--- src/assert_macros.svh ---
`ifndef ASSERT_MACROS_SVH
`define ASSERT_MACROS_SVH

// Checks that cons holds in the same cycle whenever ante holds.
`define ASSERT_IMPL(name, clk, rst_n, ante, cons) \
  name: assert property (@(posedge clk) disable iff (!rst_n) (ante) |-> (cons)) \
    else $error("assertion failed");

// Checks that cons holds in the cycle after ante holds.
`define ASSERT_NEXT(name, clk, rst_n, ante, cons) \
  name: assert property (@(posedge clk) disable iff (!rst_n) (ante) |=> (cons)) \
    else $error("assertion failed");

`endif

--- src/nhte_pkg.sv ---
`timescale 1ns / 1ps

package nhte_pkg;

  localparam int TABLE_SIZE_DEF = 64;
  localparam int ID_BITS_DEF    = 6;
  localparam int KEY_CHARS      = 8;

  localparam int OP_W       = 2;
  localparam int KEY_W      = 64;
  localparam int ENTRY_W    = 6;
  localparam int SLOT_W     = 6;
  localparam int FOUND_W    = 6;
  localparam int SUM_W      = 11;
  localparam int PROD_W     = 14;
  localparam int HASH_CNT_W = 4;
  localparam int HASH_STEPS = 3;
  localparam int HASH_MUL   = 7;

  typedef enum logic [OP_W-1:0] {
    OP_CLEAR  = 2'd0,
    OP_INSERT = 2'd1,
    OP_SEARCH = 2'd2
  } op_e;

  typedef enum logic [2:0] {
    ST_RST_CLR,
    ST_IDLE,
    ST_CLEAR,
    ST_HASH,
    ST_PROBE,
    ST_DONE
  } state_e;

  typedef struct packed {
    logic load;
    logic hash_step;
    logic probe_init;
    logic probe_issue;
    logic sweep_init;
    logic sweep_step;
    logic res_hit;
    logic res_miss;
    logic res_clear;
    logic out_load;
  } cmd_t;

  typedef struct packed {
    logic hash_done;
    logic issue_left;
    logic rvalid;
    logic hit;
    logic last;
    logic sweep_last;
  } stat_t;

endpackage

--- src/nhte_ctrl.sv ---
`timescale 1ns / 1ps
`include "assert_macros.svh"

module nhte_ctrl (
  input  logic             clk_i,
  input  logic             rst_ni,
  input  logic             in_valid_i,
  input  logic [1:0]       op_i,
  input  logic             out_free_i,
  input  nhte_pkg::stat_t  stat_i,
  output logic             in_ready_o,
  output nhte_pkg::cmd_t   cmd_o
);
  import nhte_pkg::*;

  state_e state_q, state_d;
  op_e    in_op;

  assign in_op = op_e'(op_i);

  always_ff @(posedge clk_i or negedge rst_ni) begin
    if (!rst_ni) begin
      state_q <= ST_RST_CLR;
    end else begin
      state_q <= state_d;
    end
  end

  always_comb begin
    state_d = state_q;
    case (state_q)
      ST_RST_CLR: begin
        if (stat_i.sweep_last) state_d = ST_IDLE;
      end
      ST_IDLE: begin
        if (in_valid_i) begin
          case (in_op)
            OP_CLEAR:  state_d = ST_CLEAR;
            OP_INSERT: state_d = ST_HASH;
            OP_SEARCH: state_d = ST_HASH;
            default:   state_d = ST_DONE;
          endcase
        end
      end
      ST_CLEAR: begin
        if (stat_i.sweep_last) state_d = ST_DONE;
      end
      ST_HASH: begin
        if (stat_i.hash_done) state_d = ST_PROBE;
      end
      ST_PROBE: begin
        if (stat_i.rvalid && (stat_i.hit || stat_i.last)) state_d = ST_DONE;
      end
      ST_DONE: begin
        if (out_free_i) state_d = ST_IDLE;
      end
      default: state_d = ST_RST_CLR;
    endcase
  end

  always_comb begin
    cmd_o      = '0;
    in_ready_o = 1'b0;
    case (state_q)
      ST_RST_CLR: begin
        cmd_o.sweep_step = 1'b1;
      end
      ST_IDLE: begin
        in_ready_o = 1'b1;
        if (in_valid_i) begin
          cmd_o.load = 1'b1;
          case (in_op)
            OP_CLEAR:  cmd_o.sweep_init = 1'b1;
            OP_INSERT: cmd_o.load = 1'b1;
            OP_SEARCH: cmd_o.load = 1'b1;
            default:   cmd_o.res_miss = 1'b1;
          endcase
        end
      end
      ST_CLEAR: begin
        cmd_o.sweep_step = 1'b1;
        if (stat_i.sweep_last) cmd_o.res_clear = 1'b1;
      end
      ST_HASH: begin
        if (stat_i.hash_done) begin
          cmd_o.probe_init = 1'b1;
        end else begin
          cmd_o.hash_step = 1'b1;
        end
      end
      ST_PROBE: begin
        if (stat_i.rvalid && stat_i.hit) begin
          cmd_o.res_hit = 1'b1;
        end else if (stat_i.rvalid && stat_i.last) begin
          cmd_o.res_miss = 1'b1;
        end else begin
          cmd_o.probe_issue = stat_i.issue_left;
        end
      end
      ST_DONE: begin
        cmd_o.out_load = out_free_i;
      end
      default: cmd_o = '0;
    endcase
  end

  `ASSERT_NEXT(a_res_then_done, clk_i, rst_ni,
               cmd_o.res_hit || cmd_o.res_miss || cmd_o.res_clear, state_q == ST_DONE)
  `ASSERT_IMPL(a_accept_only_idle, clk_i, rst_ni, cmd_o.load, state_q == ST_IDLE)

endmodule

--- config.mk ---
export PLATFORM = sky130hd
export DESIGN_NAME = nhte_ctrl
export DESIGN_NICKNAME = d
export VERILOG_FILES = /design/src/nhte_pkg.sv /design/src/nhte_ctrl.sv
export VERILOG_INCLUDE_DIRS = /design/src /design/src/src
export SDC_FILE = /design/constraint.sdc
export NUM_CORES = 1
export LEC_CHECK = 0
export BUFFER_PORTS_ARGS = -buffer_cell sky130_fd_sc_hd__buf_2
export CAP_MARGIN = 30
export CORE_AREA = 2 2 39 41
export DETAILED_ROUTE_END_ITERATION = 12
export DIE_AREA = 0 0 41 43
export GPL_TIMING_DRIVEN = 0
export SYNTH_ARGS = -nofsm -noshare
export SYNTH_HDL_FRONTEND = slang
export SYNTH_SLANG_ARGS = --single-unit
--- constraint.sdc ---
create_clock -name clk_i -period 3.3 [get_ports clk_i]
set_input_delay 0.165 -clock clk_i [delete_from_list [all_inputs] [get_ports clk_i]]
set_output_delay 0.165 -clock clk_i [all_outputs]
set_load 0.02 [all_outputs]
# Word-level counts from Yosys, hierarchy flattened

Index checks and enable logic that the tools add are counted.

Register bits after elaboration: 3
Input bits: 12
Output and inout bits: 11

Equal/unequal tests: 13
Muxes and demuxes: 31
Reductions and logical operators: 10

Operator list:

| kind                                                            | number |
|---|---|
| 1-bit 2-to-1 mux                                                | 21 |
| 3-bit 2-to-1 mux                                                | 6 |
| 3-bit one-hot mux with 6 select lines                           | 1 |
| 2-bit inequality test, second input constant                    | 6 |
| 3-bit by 2-bit == test with 1-bit output, second input constant | 2 |
| 3-bit == test, second input constant                            | 2 |
| 3-bit one-hot mux with 2 select lines                           | 1 |
| 6-bit AND reduction                                             | 1 |
| 2-bit OR reduction                                              | 2 |
| 3-bit by 1-bit == test with 1-bit output, second input constant | 1 |
| 1-bit logical AND                                               | 3 |
| 3-bit zero test                                                 | 1 |
| 3-bit OR reduction                                              | 1 |
| 2-bit by 1-bit == test with 1-bit output, second input constant | 1 |
| 2-bit == test, second input constant                            | 1 |
| 2-bit zero test                                                 | 1 |
| 2-bit 2-to-1 mux                                                | 1 |
| 1-bit one-hot mux with 2 select lines                           | 1 |
| 1-bit logical OR                                                | 1 |

# Depth between registers and ports, before layout

Gate-level depths: netlist (run 1).

Depth after elaboration: 5
Depth in mapped cells: 4
Depth with buffers taken out: 4

# Worst setup path before layout (run 1)

Ideal clock, no wire load.

Path kind: register to output
From: register state_q[2]
To: output port cmd_o[2] (netlist bit)
Arrival time: 1218 ps
Setup slack: 1917 ps
Cell stages (with the launch flop): 4
Cell sequence: dfrtp_1 nor2b_2 nand3b_4 o21ai_0

RTL lines:

| item                   | line            | RTL |
|---|---|---|
| from (decl)            | nhte_ctrl.sv:16 | `state_e state_q, state_d;` |
| from (signal assigned) | nhte_ctrl.sv:25 | `state_q <= state_d;` |
| to (decl)              | nhte_ctrl.sv:12 | `output nhte_pkg::cmd_t cmd_o` |

==> reports/qor.yml, run 1 <==
grt_usage_pct: 11.8
top_register: "state_q"
start_util_pct: 25.1
cts_tree: "built"
io_buffers: 22
r2r_start: "state_q[1]$_DFFE_PN0P_"
largest_reg_flops: 3
ys_seq_elements: 3
reg_top3: "state_q x3"
die-area_mm2: 0.00176
crit_start: "state_q[2]$_DFFE_PN0P_"
avgSynthCellArea_um2: 8.48
maxCapViolations: 0
die-height_um: 43
wl_um: 850
antenna_left: 0
synth-edff-count: 0
num_vias: 390
slowest_delay_ns: 0.44
syn_inst: 41
cp.required_ns: 3.13
fin_nets: 81
boundaryPins: 23
grt_pass1_vias: 345
path_cells: "nor2b_2 -> nand3b_4 -> o21ai_0 -> buf_2"
rrSetupSlack_ns: 2.17
diodes: 0
drc: 0
cp.arrival_ns: 1.36
clk_pin_slew_ns: 0.04
end_kind: "primary output"
cp_slowest_cell: "dfrtp_1"
synth_xor_area_share_pct: 0
drive_gt1_share_pct: 52.9
yosysUniqueCellTypes: 21
synth_top_family_by_area: "simple AND/OR/NAND/NOR gates"
sw_frac_of_total_pct: 45.5
fmax_mhz: 656
ctsResizeCount: 0
relSlewSlack_pct: 86.8
power.switching_uw: 187
syn_nets: 53
p_leak_nw: 0.289
critPathLaunchType: "flip-flop"
tns_ns: 0
post-route-period-util_pct: 46.2
setup_viol: 0
antenna_found_initial: 0
tightest_slew_ns: 0.193
synthesis.area_um2: 348
critPathBufInv: 1
grt_max_degree: 11
skew_ns: 0.00273
ys_seq_area_share_pct: 21.6
synthMuxAreaShare_pct: 8.63
clockBufferDepth: 2
combPwrFrac_pct: 66.4
power_density_mw_per_mm2: 800
fp.coreArea_mm2: 0.00138
power.internal_uw: 224
htreeDepth: 1
sequentialPowerShare_pct: 18.3
die_w_um: 41
power.share.clock_pct: 15.3
wire_per_inst_um: 10.1
rsz0062_at_grt: "no"
synthFlopType: "dfrtp_1"
path_delay_family: "flip-flops"
cts.sinks: 3
hold_path.class: "in2async"
grt_pass1_wl_um: 1370
path_max_fanout: 7
synth_compound_area_share_pct: 24.5
period_minus_slack_ns: 1.52
hold_ws_ns: 0.255
rows: 14
synthSimpleGateAreaFrac_pct: 36.7
via_per_inst: 4.64
async_flop_share_pct: 100
drt_iter0_markers: 4
irDropWorstVdd_uv: 274
yosys.area_share.adder_pct: 0
first_pass_iters: 3
worstSkewPairLatency_ns: 0.23
place.gp.congestion: 0.686
grt-ovfl-total: 0
dp_hpwl_um: 661
ys_warn_count: 0
path_class: "reg2out"
cts_buffers: 3
slew_viol_final: 0
root_buffer: "clkbuf_4"
hold_viol_final: 0
status: "complete, no violations"
syn2layout_area_growth_pct: 47.8
==> cells by family after synthesis <==
group                  Yosys count
buffers and inverters            4
multiplexers                     3
flip-flops                       3
AND/OR/NAND/NOR                 18
AO/OA/AOI/OAI                   13
==> power groups by stage <==
stage / registers [mW] / logic, mW / clock network [mW]
2_1_floorplan: 0.0716 / 0.210 / 0
3_3_place_gp: 0.0759 / 0.273 / 0
3_5_place_dp: 0.0755 / 0.272 / 0
4_1_cts: 0.0759 / 0.275 / 0.0649
5_1_grt: 0.0789 / 0.300 / 0.0682
6_report: 0.0753 / 0.273 / 0.0630
==> final cells by class <==
class / instances / area (µm²)
fill: 155 / 870
multi-input combinational: 34 / 243
timing repair buffer: 23 / 120
sequential: 3 / 75.1
clock buffer: 4 / 26.3
buffer: 2 / 22.5
tap: 16 / 20.0
inverter: 2 / 7.51
==> through the flow <==
| stage | area, µm² | util, % | std cells | total power [mW] | worst slack (ns) |
|---|---|---|---|---|---|
| after floorplan | 348 | - | 41 | 0.282 | 1.92 |
| after global placement | 478 | 34.5 | 79 | 0.349 | 2.02 |
| after detailed placement | 478 | 34.5 | 79 | 0.347 | 2.03 |
| after CTS | 514 | 37.2 | 84 | 0.416 | 1.77 |
| after global routing | 514 | 37.2 | 84 | 0.447 | 1.69 |
| final | 514 | 37.2 | 84 | 0.411 | 1.78 |
==> timing repair <==
action | in CTS | in global routing
endpoints found under the hold margin | 3 | 0
hold buffers | 1 | 0
setup buffers | 0 | 0
==> per-layer routing <==
layer	vias to the layer above	track usage [%]	wire, µm
li1	206	-	-
met1	167	14.2	367
met2	17	16.3	404
met3	0	4.71	78
met4	0	8.00	0
met5	-	0	0
==> final timing paths <==
kind / to / cells past startpoint
worst max-delay path: cmd_o[2] / 4
worst min-delay path: state_q[1]$_DFFE_PN0P_ / 2
worst max register to register: state_q[2]$_DFFE_PN0P_ / 3
worst min register to register: state_q[0]$_DFFE_PN0P_ / 1
max in group asynchronous: state_q[2]$_DFFE_PN0P_ / 2
min in group clk_i: state_q[1]$_DFFE_PN0P_ / 3
==> synth_stat cells, types with 2 or more instances <==
master | number | area share [%]
nand2_1 | 4 | 4.3
a21oi_1 | 2 | 2.9
nor2_1 | 2 | 2.2
nor3_1 | 3 | 4.3
and2b_2 | 2 | 5.0
and3_2 | 2 | 4.3
a32o_1 | 2 | 5.8
dfrtp_1 | 3 | 22
buf_6 | 2 | 6.5
mux2i_1 | 3 | 8.6
o21ai_0 | 6 | 8.6
==> worst reg2reg max path, stage by stage, from the launching register on <==
cell and delay [ns]:
dfrtp_1 0.40, mux2i_1 0.26, o21ai_0 0.12, a32o_1 0.23
==> cells in the final DEF, fill, tap and decap left out, types with 2 or more instances in the layout <==
cell type	n
buf_2	22
o21ai_0	6
nand2_1	4
nor3_1	3
mux2i_1	3
clkbuf_4	3
dfrtp_1	3
buf_6	2
and2b_2	2
nor2_1	2
and3_2	2
a32o_1	2
a21oi_1	2
Note: power is estimated with default switching activity, not from simulation.
==> run 2, diff against run 1 <==
- clock period: 3.3 -> 1.3 ns (I/O delays scaled with it)
==> reports/qor.yml, run 2 (synthesized netlist as in run 1, its figures left out) <==
status: "complete, but fails checks"
violations: "negative setup slack"
drive_gt1_share_pct: 62.2
syn2layout_area_growth_pct: 71.2
cpMostUsedCell: "buf_4"
slew_viol_final: 0
skew_ns: 0.00320
grt_usage_pct: 12.8
start_util_pct: 25.1
die-height_um: 43
post-route-period-util_pct: 100
irDropWorstVdd_uv: 711
antenna_found_initial: 0
end_kind: "primary output"
htreeDepth: 1
period_minus_slack_ns: 1.30
clockBufferDepth: 2
fmax_mhz: 768
drc: 0
setup_viol: 2
finalPower_mw: 1.25
wl_um: 1020
dp_cells: 79
hold_viol_final: 0
grt.busiest_layer: "met2"
die-area_mm2: 0.00176
clk_pin_slew_ns: 0.04
cts_tree: "built"
relSlewSlack_pct: 86.7
wire_per_inst_um: 11.4
cts.sinks: 3
dp_hpwl_um: 661
maxCapViolations: 0
final_common_cell: "buf_2"
rsz0062_at_grt: "yes"
diodes: 0
cp.arrival_ns: 1.24
power_density_mw_per_mm2: 2100
critPathLaunchType: "flip-flop"
r2r_start: "state_q[1]$_DFFE_PN0P_"
layout_setup_ws_ns: -0.00239
top_register: "state_q"
antenna_left: 0
worstSkewPairLatency_ns: 0.23
hold_path.class: "in2async"
crit_start: "state_q[1]$_DFFE_PN0P_"
tightest_slew_ns: 0.194
place_area_um2: 478
final_util_pct: 43.0
final_cell_mix: "buf_2 (16), buf_4 (12), o21ai_0 (5), nand2_1 (4)"
path_cells: "buf_6 -> buf_4 -> nor3_2 -> buf_4"
path_class: "reg2out"
grt_pass1_wl_um: 1480
io_buffers: 22
reg_top3: "state_q x3"
grt_pass1_vias: 377
rows: 14
use_met1_pct: 13.5
largest_reg_flops: 3
p_leak_nw: 0.327
fin_cells: 90
num-fill-cells: 156
root_buffer: "clkbuf_4"
first_pass_iters: 3
design_area_um2: 596
cp_slowest_cell: "dfrtp_1"
grt_use_met2_pct: 20.0
tns_ns: -0.00304
via_per_inst: 4.81
cts_buffers: 3
grtUsageMet3_pct: 4.71
slowest_delay_ns: 0.40
die_w_um: 41
cp.required_ns: 1.24
grt_max_degree: 11
num_vias: 433
fp.coreArea_mm2: 0.00138
grt-ovfl-total: 0
fin_nets: 87
boundaryPins: 23
place.gp.congestion: 0.686
drt_iter0_markers: 4
path_max_fanout: 8
==> run 2: routing by layer <==
metal	wire, µm	vias up
met5	0	-
met4	0	0
met3	74	0
met2	559	15
met1	391	200
li1	-	218
==> run 2: final timing paths <==
kind,end,slack [ns],cells past startpoint
max reg2reg,state_q[2]$_DFFE_PN0P_,0.09,4
max,cmd_o[0],-0.002,4
max in group asynchronous,state_q[2]$_DFFE_PN0P_,1.03,2
min reg2reg,state_q[0]$_DFFE_PN0P_,0.72,3
min,state_q[1]$_DFFE_PN0P_,0.16,2
min in group clk_i,state_q[1]$_DFFE_PN0P_,0.21,3
==> run 2: area by class of cell <==
class                   instances  area, µm²  share of cell area [%]
inverters                       2       7.51                    1.26
plain buffers                   2       22.5                    3.78
flip-flops and latches          3       76.3                    12.8
clock buffers                   4       26.3                    4.41
well taps                      16       20.0                    3.36
repair buffers                 29        180                    30.3
multi-input cells              34        263                    44.1
==> run 2: metrics by stage <==
step	setup slack [ns]	hold WS, ns
after CTS	-0.0102	0.155
after floorplan	0.0165	-0.231
after global placement	0.116	-0.140
final	-0.00239	0.155
after global routing	-0.0545	0.156
after detailed placement	0.129	-0.138
==> run 2: report_power, final <==
part / total, mW / internal [mW] / switching, mW
Combinational: 0.906 / 0.452 / 0.454
Clock: 0.161 / 0.115 / 0.0457
Sequential: 0.184 / 0.142 / 0.0427
==> run 2: worst max-delay path, delay by kind of cell, from the launching register on <==
family / cells / cell delay, ns
buffers and inverters: 3 / 0.45
AND/OR/NAND/NOR: 1 / 0.16
flip-flops: 1 / 0.40
==> run 2: what timing repair did <==
action | in CTS | in global routing
gates resized for setup | 5 | 7
hold buffers | 1 | 0
gates cloned | 0 | 0
buffers inserted | 4 | 2
hold endpoints to repair | 3 | 0
pin swaps | 1 | 0
setup endpoints to repair | 8 | 5
